<file path="config.mk">
export PLATFORM = sky130hd
export DESIGN_NAME = uart_8n1_echo_flat
export DESIGN_NICKNAME = d
export VERILOG_FILES = /design/src/rtl/uecho_pkg.sv /design/src/rtl/uecho_if.sv /design/src/rtl/uecho_cfg_regs.sv /design/src/rtl/uecho_core.sv /design/src/rtl/uart_8n1_echo.sv /design/src/flat_wrapper.sv
export SDC_FILE = /design/constraint.sdc
export NUM_CORES = 1
export LEC_CHECK = 0
export BUFFER_PORTS_ARGS = -buffer_cell sky130_fd_sc_hd__buf_2
export CELL_PAD_IN_SITES_DETAIL_PLACEMENT = 0
export CELL_PAD_IN_SITES_GLOBAL_PLACEMENT = 1
export CORE_MARGIN = 2
export CORE_UTILIZATION = 48
export CTS_CLUSTER_DIAMETER = 60
export DETAILED_ROUTE_END_ITERATION = 6
export PLACE_DENSITY_LB_ADDON = 0.1
export SETUP_SLACK_MARGIN = 0.3
export SYNTH_ARGS = -nofsm -noshare
export SYNTH_HDL_FRONTEND = slang
export SYNTH_HIERARCHICAL = 1
export SYNTH_SLANG_ARGS = --single-unit
</file>
<file path="constraint.sdc">
create_clock -name clk -period 4.22 [get_ports clk]
set_input_delay 0.422 -clock clk [delete_from_list [all_inputs] [get_ports clk]]
set_output_delay 0.422 -clock clk [all_outputs]
set_load 0.01 [all_outputs]
</file>
<file path="src/rtl/uecho_pkg.sv">
`default_nettype none

package uecho_pkg;

    localparam int BYTE_W  = 8;
    localparam int TICK_W  = 16;
    localparam int INDEX_W = 4;
    localparam int BIT_IDX_W = 4;

    typedef logic [INDEX_W-1:0] cfg_index_t;

    localparam cfg_index_t CFG_BIT_PERIOD = cfg_index_t'(0);
    localparam cfg_index_t CFG_HALF_BIT   = cfg_index_t'(1);

    localparam logic [TICK_W-1:0] BIT_PERIOD_RESET = 16'd833;
    localparam logic [TICK_W-1:0] HALF_BIT_RESET   = 16'd416;

    typedef struct packed {
        logic [TICK_W-1:0] bit_period_ticks;
        logic [TICK_W-1:0] half_bit_ticks;
    } cfg_t;

    typedef struct packed {
        logic              tx_level;
        logic              byte_valid;
        logic [BYTE_W-1:0] received_byte;
        logic              busy_res;
    } res_t;

endpackage

`default_nettype wire

</file>
<file path="src/rtl/uecho_if.sv">
`default_nettype none

interface uecho_sample_if;
    logic valid;
    logic ready;
    logic rx_level;

    modport source (output valid, output rx_level, input ready);
    modport sink (input valid, input rx_level, output ready);
endinterface

interface uecho_result_if;
    logic                           valid;
    logic                           ready;
    logic                           tx_level;
    logic                           byte_valid;
    logic [uecho_pkg::BYTE_W-1:0]   received_byte;
    logic                           busy_res;

    modport source (output valid, output tx_level, output byte_valid,
                    output received_byte, output busy_res, input ready);
    modport sink (input valid, input tx_level, input byte_valid,
                  input received_byte, input busy_res, output ready);
endinterface

interface uecho_cfg_if;
    logic                         valid;
    logic                         ready;
    logic [uecho_pkg::INDEX_W-1:0] index;
    logic [uecho_pkg::TICK_W-1:0]  data;

    modport source (output valid, output index, output data, input ready);
    modport sink (input valid, input index, input data, output ready);
endinterface

`default_nettype wire

</file>
<file path="src/rtl/uecho_cfg_regs.sv">
`default_nettype none

module uecho_cfg_regs (
    input  wire logic                          clk,
    input  wire logic                          rst_n,
    input  wire logic                          wr_en,
    input  wire logic [uecho_pkg::INDEX_W-1:0] wr_index,
    input  wire logic [uecho_pkg::TICK_W-1:0]  wr_data,
    output uecho_pkg::cfg_t                    cfg
);

    uecho_pkg::cfg_t cfg_reg;
    uecho_pkg::cfg_t cfg_next;

    always_comb
    begin
        cfg_next = cfg_reg;
        if (wr_en)
        begin
            unique case (wr_index)
                uecho_pkg::CFG_BIT_PERIOD: cfg_next.bit_period_ticks = wr_data;
                uecho_pkg::CFG_HALF_BIT:   cfg_next.half_bit_ticks   = wr_data;
                default:                   cfg_next = cfg_reg;
            endcase
        end
    end

    always_ff @(posedge clk or negedge rst_n)
    begin
        if (!rst_n)
        begin
            cfg_reg.bit_period_ticks <= uecho_pkg::BIT_PERIOD_RESET;
            cfg_reg.half_bit_ticks   <= uecho_pkg::HALF_BIT_RESET;
        end
        else
        begin
            cfg_reg <= cfg_next;
        end
    end

    assign cfg = cfg_reg;

endmodule

`default_nettype wire

</file>
<file path="src/rtl/uecho_core.sv">
`default_nettype none

module uecho_core #(
    parameter int DATA_BITS = 8
) (
    input  wire logic            clk,
    input  wire logic            rst_n,
    input  wire logic            step_en,
    input  wire logic            rx_level,
    input  wire uecho_pkg::cfg_t cfg,
    output uecho_pkg::res_t      res
);

    typedef enum logic [2:0] {
        PH_IDLE,
        PH_CHECK,
        PH_RXDATA,
        PH_RXSTOP,
        PH_TXSTART,
        PH_TXDATA,
        PH_TXSTOP
    } phase_t;

    localparam logic [uecho_pkg::BIT_IDX_W-1:0] LAST_BIT =
        uecho_pkg::BIT_IDX_W'(DATA_BITS);
    localparam logic [uecho_pkg::BIT_IDX_W-1:0] BYTE_BITS =
        uecho_pkg::BIT_IDX_W'(uecho_pkg::BYTE_W);

    phase_t                              phase_reg, phase_next;
    logic [uecho_pkg::TICK_W-1:0]        tick_reg, tick_next;
    logic [uecho_pkg::BIT_IDX_W-1:0]     idx_reg, idx_next;
    logic [uecho_pkg::BYTE_W-1:0]        shift_reg, shift_next;
    logic                                line_reg, line_next;

    logic [uecho_pkg::TICK_W:0]          tick_inc;
    logic [uecho_pkg::TICK_W-1:0]        period;
    logic                                done;
    logic [uecho_pkg::BIT_IDX_W-1:0]     idx_inc;
    logic                                valid;

    assign tick_inc = {1'b0, tick_reg} + (uecho_pkg::TICK_W+1)'(1);
    assign period   = (phase_reg == PH_CHECK) ? cfg.half_bit_ticks : cfg.bit_period_ticks;
    assign done     = (tick_inc >= {1'b0, period});
    assign idx_inc  = idx_reg + uecho_pkg::BIT_IDX_W'(1);

    always_comb
    begin
        phase_next = phase_reg;
        tick_next  = tick_reg;
        idx_next   = idx_reg;
        shift_next = shift_reg;
        line_next  = line_reg;
        valid      = 1'b0;

        if (phase_reg != PH_IDLE)
        begin
            tick_next = done ? '0 : tick_inc[uecho_pkg::TICK_W-1:0];
        end

        unique case (phase_reg)
            PH_CHECK:
            begin
                if (done)
                begin
                    if (rx_level)
                    begin
                        phase_next = PH_IDLE;
                    end
                    else
                    begin
                        phase_next = PH_RXDATA;
                        idx_next   = '0;
                        shift_next = '0;
                    end
                end
            end
            PH_RXDATA:
            begin
                if (done)
                begin
                    if (rx_level && (idx_reg < BYTE_BITS))
                    begin
                        shift_next = shift_reg | (uecho_pkg::BYTE_W'(1) << idx_reg[2:0]);
                    end
                    idx_next = idx_inc;
                    if (idx_inc >= LAST_BIT)
                    begin
                        phase_next = PH_RXSTOP;
                    end
                end
            end
            PH_RXSTOP:
            begin
                if (done)
                begin
                    valid      = 1'b1;
                    phase_next = PH_TXSTART;
                    line_next  = 1'b0;
                end
            end
            PH_TXSTART:
            begin
                if (done)
                begin
                    phase_next = PH_TXDATA;
                    idx_next   = '0;
                    line_next  = shift_reg[0];
                end
            end
            PH_TXDATA:
            begin
                if (done)
                begin
                    idx_next = idx_inc;
                    if (idx_inc >= LAST_BIT)
                    begin
                        phase_next = PH_TXSTOP;
                        line_next  = 1'b1;
                    end
                    else
                    begin
                        line_next = (idx_inc < BYTE_BITS) ? shift_reg[idx_inc[2:0]] : 1'b0;
                    end
                end
            end
            PH_TXSTOP:
            begin
                if (done)
                begin
                    phase_next = PH_IDLE;
                end
            end
            default:
            begin
                phase_next = PH_IDLE;
                line_next  = 1'b1;
                if (!rx_level)
                begin
                    phase_next = PH_CHECK;
                    tick_next  = '0;
                end
            end
        endcase
    end

    always_ff @(posedge clk or negedge rst_n)
    begin
        if (!rst_n)
        begin
            phase_reg <= PH_IDLE;
            tick_reg  <= '0;
            idx_reg   <= '0;
            shift_reg <= '0;
            line_reg  <= 1'b1;
        end
        else if (step_en)
        begin
            phase_reg <= phase_next;
            tick_reg  <= tick_next;
            idx_reg   <= idx_next;
            shift_reg <= shift_next;
            line_reg  <= line_next;
        end
    end

    assign res.tx_level      = line_next;
    assign res.byte_valid    = valid;
    assign res.received_byte = shift_next;
    assign res.busy_res      = (phase_next != PH_IDLE);

endmodule

`default_nettype wire

</file>
<file path="src/rtl/uart_8n1_echo.sv">
// 8N1 serial echo, one sample transfer per oversampling clock tick.
// sample: one transfer per tick carrying the sampled receive line level.
// result: one transfer per sample giving the transmit line level, a strobe
//   with the received byte when a reception's stop-bit time ends, and busy.
// cfg: writes bit_period_ticks (index 0) and half_bit_ticks (index 1);
//   other indexes are dropped; always ready; write only while idle.
// a sample is held in the input register, then the state update and
//   result are computed together and loaded into the result register,
//   from which the result is offered
// throughput is one sample per cycle while result is not stalled
// when result is stalled, the result register holds and one more sample is
//   held in the input register; sample.ready then drops until result moves
// reset clears state to idle with the transmit line high and restores the
//   register defaults of 833 and 416 ticks
`default_nettype none

module uart_8n1_echo #(
    parameter int DATA_BITS = 8
) (
    input  wire logic        clk,
    input  wire logic        rst_n,
    uecho_sample_if.sink     sample,
    uecho_result_if.source   result,
    uecho_cfg_if.sink        cfg
);

    uecho_pkg::cfg_t cfg_val;
    uecho_pkg::res_t step_res;

    logic            in_full_reg;
    logic            rx_reg;
    logic            out_valid_reg;
    uecho_pkg::res_t out_reg;

    logic            advance;
    logic            step;
    logic            in_fire;

    assign advance      = !out_valid_reg || result.ready;
    assign step         = in_full_reg && advance;
    assign sample.ready = !in_full_reg || advance;
    assign in_fire      = sample.valid && sample.ready;
    assign cfg.ready    = 1'b1;

    uecho_cfg_regs u_cfg_regs (
        .clk      (clk),
        .rst_n    (rst_n),
        .wr_en    (cfg.valid),
        .wr_index (cfg.index),
        .wr_data  (cfg.data),
        .cfg      (cfg_val)
    );

    uecho_core #(
        .DATA_BITS (DATA_BITS)
    ) u_core (
        .clk      (clk),
        .rst_n    (rst_n),
        .step_en  (step),
        .rx_level (rx_reg),
        .cfg      (cfg_val),
        .res      (step_res)
    );

    always_ff @(posedge clk or negedge rst_n)
    begin
        if (!rst_n)
        begin
            in_full_reg   <= 1'b0;
            out_valid_reg <= 1'b0;
        end
        else
        begin
            if (in_fire)
            begin
                in_full_reg <= 1'b1;
            end
            else if (step)
            begin
                in_full_reg <= 1'b0;
            end
            if (advance)
            begin
                out_valid_reg <= step;
            end
        end
    end

    always_ff @(posedge clk)
    begin
        if (in_fire)
        begin
            rx_reg <= sample.rx_level;
        end
        if (step)
        begin
            out_reg <= step_res;
        end
    end

    assign result.valid         = out_valid_reg;
    assign result.tx_level      = out_reg.tx_level;
    assign result.byte_valid    = out_reg.byte_valid;
    assign result.received_byte = out_reg.received_byte;
    assign result.busy_res      = out_reg.busy_res;

    // a completed byte always moves on to the echo
    assert property (@(posedge clk) disable iff (!rst_n)
        out_valid_reg && out_reg.byte_valid |-> out_reg.busy_res)
    else $error("byte strobe while idle");

    // idle line stays high
    assert property (@(posedge clk) disable iff (!rst_n)
        out_valid_reg && !out_reg.busy_res |-> out_reg.tx_level)
    else $error("transmit line low while idle");

    // held sample is not lost while the result side stalls
    assert property (@(posedge clk) disable iff (!rst_n)
        in_full_reg && !advance |=> in_full_reg && $stable(rx_reg))
    else $error("held sample dropped during stall");

endmodule

`default_nettype wire
</file>
<file path="src/flat_wrapper.sv">
// flat-port wrapper written by rule: the top's interface ports become plain ports
module uart_8n1_echo_flat 
#(
    parameter int DATA_BITS = 8
)
  (clk, rst_n, sample_valid, sample_rx_level, sample_ready, result_valid, result_tx_level, result_byte_valid, result_received_byte, result_busy_res, result_ready, cfg_valid, cfg_index, cfg_data, cfg_ready);
  uecho_sample_if sample_i ();
  uecho_result_if result_i ();
  uecho_cfg_if cfg_i ();
  input  wire logic clk;
  input  wire logic rst_n;
  input wire logic [$bits(sample_i.valid)-1:0] sample_valid;
  input wire logic [$bits(sample_i.rx_level)-1:0] sample_rx_level;
  output wire logic [$bits(sample_i.ready)-1:0] sample_ready;
  output wire logic [$bits(result_i.valid)-1:0] result_valid;
  output wire logic [$bits(result_i.tx_level)-1:0] result_tx_level;
  output wire logic [$bits(result_i.byte_valid)-1:0] result_byte_valid;
  output wire logic [$bits(result_i.received_byte)-1:0] result_received_byte;
  output wire logic [$bits(result_i.busy_res)-1:0] result_busy_res;
  input wire logic [$bits(result_i.ready)-1:0] result_ready;
  input wire logic [$bits(cfg_i.valid)-1:0] cfg_valid;
  input wire logic [$bits(cfg_i.index)-1:0] cfg_index;
  input wire logic [$bits(cfg_i.data)-1:0] cfg_data;
  output wire logic [$bits(cfg_i.ready)-1:0] cfg_ready;
  assign sample_i.valid = sample_valid;
  assign sample_i.rx_level = sample_rx_level;
  assign sample_ready = sample_i.ready;
  assign result_valid = result_i.valid;
  assign result_tx_level = result_i.tx_level;
  assign result_byte_valid = result_i.byte_valid;
  assign result_received_byte = result_i.received_byte;
  assign result_busy_res = result_i.busy_res;
  assign result_i.ready = result_ready;
  assign cfg_i.valid = cfg_valid;
  assign cfg_i.index = cfg_index;
  assign cfg_i.data = cfg_data;
  assign cfg_ready = cfg_i.ready;
  uart_8n1_echo #(.DATA_BITS(DATA_BITS)) u_core (.clk(clk), .rst_n(rst_n), .sample(sample_i), .result(result_i), .cfg(cfg_i));
endmodule
</file>
# ---- Word-level counts from Yosys, hierarchy flattened
# Index checks and enable logic that the tools add are counted.
# W data, S select, Z words.
dict set report totals {
  regBits 78
  input_bits 26
  wordCells 89
}
dict set report classes {
  addsub 2
  n_lt_le_gt_ge 5
  n_eq_ne 11
  shifts 1
  n_mux 37
  bitwise 1
  n_reduce_logical 18
}
# cell count
set op_table {}
lappend op_table {{$mux W16} 5}
lappend op_table {{$mux W8} 4}
lappend op_table {{$mux W3} 8}
lappend op_table {{$pmux W3 S6} 1}
lappend op_table {{$add A16 B1 Y17 const B} 1}
lappend op_table {{$ge A17 B16 Y1} 1}
lappend op_table {{$mux W4} 4}
lappend op_table {{$pmux W8 S2} 1}
lappend op_table {{$pmux W4 S3} 1}
lappend op_table {{$mux W1} 10}
lappend op_table {{$eq A3 B3 Y1 const B} 3}
lappend op_table {{$reduce_bool A3 Y1} 3}
lappend op_table {{$lt A4 B4 Y1 const B} 2}
lappend op_table {{$or A8 B8 Y8} 1}
lappend op_table {{$shl A1 B3 Y8 const A} 1}
lappend op_table {{$eq A3 B2 Y1 const B} 2}
lappend op_table {{$ne A2 B2 Y1 const B} 3}
lappend op_table {{$reduce_and A6 Y1} 1}
lappend op_table {{$reduce_or A6 Y1} 1}
lappend op_table {{$add A4 B1 Y4 const B} 1}
lappend op_table {{$eq A4 B1 Y1 const B} 1}
lappend op_table {{$ge A4 B4 Y1 const B} 1}
lappend op_table {{$logic_not A4 Y1} 1}
lappend op_table {{$lt A3 B4 Y1 const B} 1}
lappend op_table {{other kinds (12)} 17}

# ---- Longest topological paths before layout
dict set report depth {
  word_depth 7
  depth_mapped 16
  mapped_depth_nobuf 13
}

# ---- By module
# Netlist, hierarchy kept.
# mod instances cells_each area_each_um2
set modules_own_cells {}
lappend modules_own_cells {uecho_core 1 292 2617.5}
lappend modules_own_cells {uecho_cfg_regs 1 70 1286.2}
lappend modules_own_cells {uart_8n1_echo 1 22 475.5}

# ---- Worst setup path after synthesis
# OpenSTA, ideal clock, no wires.
dict set report synth_path {
  kind {reg-to-reg}
  from {register u_core.u_core.phase_reg[0]}
  to {register u_core.out_reg (netlist bit u_core/result.tx_level), data pin}
  arrival_ps 3514
  t_required_ps 3969
  setup_slack_ps 455
  stages_incl_launch_ff 14
  n_path_buf 3
  period_less_slack_ps 3765
  cell_sequence {dfrtp_1 > clkinv_1 > nor3_2 > clkbuf_1 > mux2i_1 > ha_1 > a21oi_1 > o21ai_0 > a2111oi_0 > o311ai_2 > buf_6 > nor4b_1 > nor4_2 > buf_4}
}
dict set report synth_between {
  elab_chain_len 5
}
# element line
set synth_lines {}
lappend synth_lines {{start, declared} uecho_core.sv:29} ;# phase_t phase_reg, phase_next;
lappend synth_lines {{start signal, assigned} uecho_core.sv:158} ;# phase_reg <= phase_next;
lappend synth_lines {{$eq A3 B1 Y1} {uecho_core.sv:42, uecho_core.sv:60}}
lappend synth_lines {{$mux W16} uecho_core.sv:42} ;# assign period = (phase_reg == PH_CHECK) ? cfg.half_bit_ticks : cfg.bit_period_ticks;
lappend synth_lines {{$ge A17 B16 Y1} uecho_core.sv:43} ;# assign done = (tick_inc >= {1'b0, period});
lappend synth_lines {{$mux W1, on equally long branches} {uecho_core.sv:112, uecho_core.sv:94, uecho_core.sv:103}}
lappend synth_lines {{$pmux W1 S4 (*)} uecho_core.sv:60} ;# unique case (phase_reg)
lappend synth_lines {{via u_core.u_core.line_next} uecho_core.sv:33} ;# logic line_reg, line_next;
lappend synth_lines {{end signal, assigned} uart_8n1_echo.sv:97} ;# out_reg <= step_res;
lappend synth_lines {{end, declared} uart_8n1_echo.sv:33} ;# uecho_pkg::res_t out_reg;
# Mark *: on every way through the listed nets, which the timed path passes. The rest lies on a longest branch.
# A chain may end at the register's enable or synchronous reset.

==> flow_summary.toml <==
[synth]
synth_cell_type_count = 60
synth_cells = 384
async_reset_ff_frac = 0.846
syn_area_sq_um = 4380
syn-num-nets = 433
ys_ff_latch = 78
yosys.area.top_type = "dfrtp_1"
synthTopCellsByCount = "dfrtp_1 (58), nor2_1 (30), mux2_2 (24), ha_1 (23), nand2_1 (20)"
synth-edff-count = 12
yosysWarnings = 6
ys.flop_type = "dfrtp_1"
synth.avg_cell_area_sq_um = 11.4
netlist.area_leader.share = 0.331
yosysMostFrequentCell = "dfrtp_1"
synthTopCellsByArea = "dfrtp_1 (33%), edfxtp_1 (8.2%), ha_1 (6.6%)"
yosysSeqAreaShare = 0.462

[drt]
drt_iter0_drc = 139
route.detailed.drc = 0
wl_per_cell_um = 15.9
ant_nets = 0
vias = 3015
routed_wirelength_um = 8490
drtPass1Iterations = 4
vias_per_cell = 5.65

[worst_setup_path]
crit_type = "register to register"
reg2reg_from = "u_core/u_core/tick_reg[0]$_DFFE_PN0P_"
r2r-end = "u_core/result.received_byte[1]$_DFFE_PP_"
cp_num_cells = 13
crit_slowest_cell = "or4_1"
path_buf_inv = 0
cp_common_cell = "nor2_1"
crit_start = "u_core/u_core/tick_reg[0]$_DFFE_PN0P_"
endpoint = "u_core/result.received_byte[1]$_DFFE_PP_"
worstPathArrival_ns = 3.92
worstPathCellList = "ha_2, nand3_2, or3_4, nor2_1, xor2_1, ha_1, nand4_1, or4_1, o211a_1, o311ai_4, nor4b_4, a21oi_1, nor2_1"
cp.required_ns = 4.44
reg2regPathDepth = 13
endpoint_kind = "register"
crit_path_max_fanout = 12
slowest_delay_ns = 0.55
reg2reg_slack_ns = 0.51
path_delay_family = "simple AND/OR/NAND/NOR gates"
crit_path_start_kind = "register"

[placed_design]
portBuffers = 38
gp_congestion = 0.862
dp_hpwl_um = 5920
dpl_cell_area_sq_um = 4650

[clock_network]
cts_sinks = 78
worstSkewPairLatency_ns = 0.35
cts_root_buf = "clkbuf_8"
holdBufCountCts = 0
clkTransAtPathRegs_ns = 0.08
cts_buffer_depth = 2
h-tree-depth = 3
tritoncts = "done"
cts_buffers = 9

[timing]
worst_slew_pin_slew_ns = 1.08
skew_ns = 0.0128
rsz0062_at_grt = "no"
hold_violations = 0
slew_viol_final = 0
fin_crit_ns = 3.71
setup_tns_ns = 0
fmax_mhz = 270
setup_viol = 0
finalCritPeriodShare = 0.878
slew_headroom = 0.277

[worst_hold_path]
min_path_type = "input port to register"

[finish]
largest_register_ffs = 32
layout.nets = 470
antenna-diode-count = 0
drive_above_1_share = 0.291
fin_area_sq_um = 4890
nFillCells = 793
areaGrowthSynthToFinish_pct = 11.6

[die]
num_rows = 34
die_h_um = 99.5
die_area_sq_um = 9900
core_sq_um = 8760
die_w_um = 99.5
io_pins = 40
start_util = 0.500

[global_route]
gr-usage-all-layers = 0.191
grt_antenna_before_repair = 0
grt_overflow = 0
grt_first_pass_wirelength_um = 15000
grt_max_degree = 49
grt_pass1_vias = 3124

[flow_run]
maxCapViolCount = 0

[power]
leakage_nw = 2.28
irDropWorstVdd_uv = 228
powerDensity_nw_per_um2 = 523

[status]
run_status = "completed"
worst min path at each step:
stage	startpoint	end	slack, ns	cells past startpoint
finish	sample_rx_level	u_core/rx_reg$_DFFE_PP_	0.25	1
global route	sample_rx_level	u_core/rx_reg$_DFFE_PP_	0.24	1
CTS	sample_rx_level	u_core/rx_reg$_DFFE_PP_	0.23	1
detailed placement	u_core/u_cfg_regs/cfg[28]$_DFFE_PN0P_	u_core/u_cfg_regs/cfg[28]$_DFFE_PN0P_	0.49	1
global placement	u_core/u_cfg_regs/cfg[0]$_DFFE_PN0P_	u_core/u_cfg_regs/cfg[0]$_DFFE_PN0P_	0.49	1
floorplan	rst_n	u_core/in_full_reg$_DFFE_PN0P_	0.13	0
placed cells by master, fill, tap and decap left out, drive strengths merged, types with 11 or more instances in the layout:
cell / instances
ha: 23
nand2: 20
edfxtp: 12
dfrtp: 58
mux2: 34
buf: 50
mux2i: 18
a21oi: 17
a22o: 11
nor2: 30
o21ai: 11
metal layers:
layer	vias to the layer above	routed length (um)	GRT usage
li1	1482	-	-
met1	1460	4010	0.244
met2	58	4040	0.315
met3	15	305	0.0429
met4	0	133	0.0801
met5	-	0	0
what timing repair did:
item | CTS | global route
gates resized for setup | 0 | 5
setup endpoints to repair | 0 | 40
setup buffers | 0 | 1
cell type report:
| cell class | count | area, sq um | area share |
|---|---|---|---|
| tap | 108 | 135 | 0.0276 |
| sequential | 78 | 2020 | 0.414 |
| clock inverter | 6 | 62.6 | 0.0128 |
| multi-input combinational | 271 | 2210 | 0.451 |
| timing repair buffer | 50 | 293 | 0.0599 |
| inverter | 11 | 41.3 | 0.00845 |
| clock buffer | 10 | 128 | 0.0261 |
report_power, final:
group / leakage [nW] / total [mW] / internal (mW) / switching, mW
clock network: 0.0899 / 0.551 / 0.271 / 0.279
registers: 0.949 / 1.01 / 0.907 / 0.101
logic: 1.25 / 0.997 / 0.448 / 0.549
total: 2.28 / 2.56 / 1.63 / 0.930
stage by stage:
step	cells	total power, mW	hold WS (ns)	setup slack (ns)	util
floorplan	384	1.74	0.126	0.455	-
finish	534	2.56	0.253	0.514	0.558
global placement	517	2.00	0.486	0.444	0.530
detailed placement	517	2.01	0.494	0.338	0.530
global route	534	2.75	0.238	0.315	0.558
CTS	533	2.57	0.231	0.329	0.552
kinds of logic after synthesis:
kind of cell	synth area share
buf+inv	0.0431
xor+xnor	0.0300
compound gates	0.111
simple gates	0.141
fa+ha+maj	0.0657
other cells	0.000856
flops	0.462
mux	0.147
Note: power is estimated with default switching activity, not from simulation.
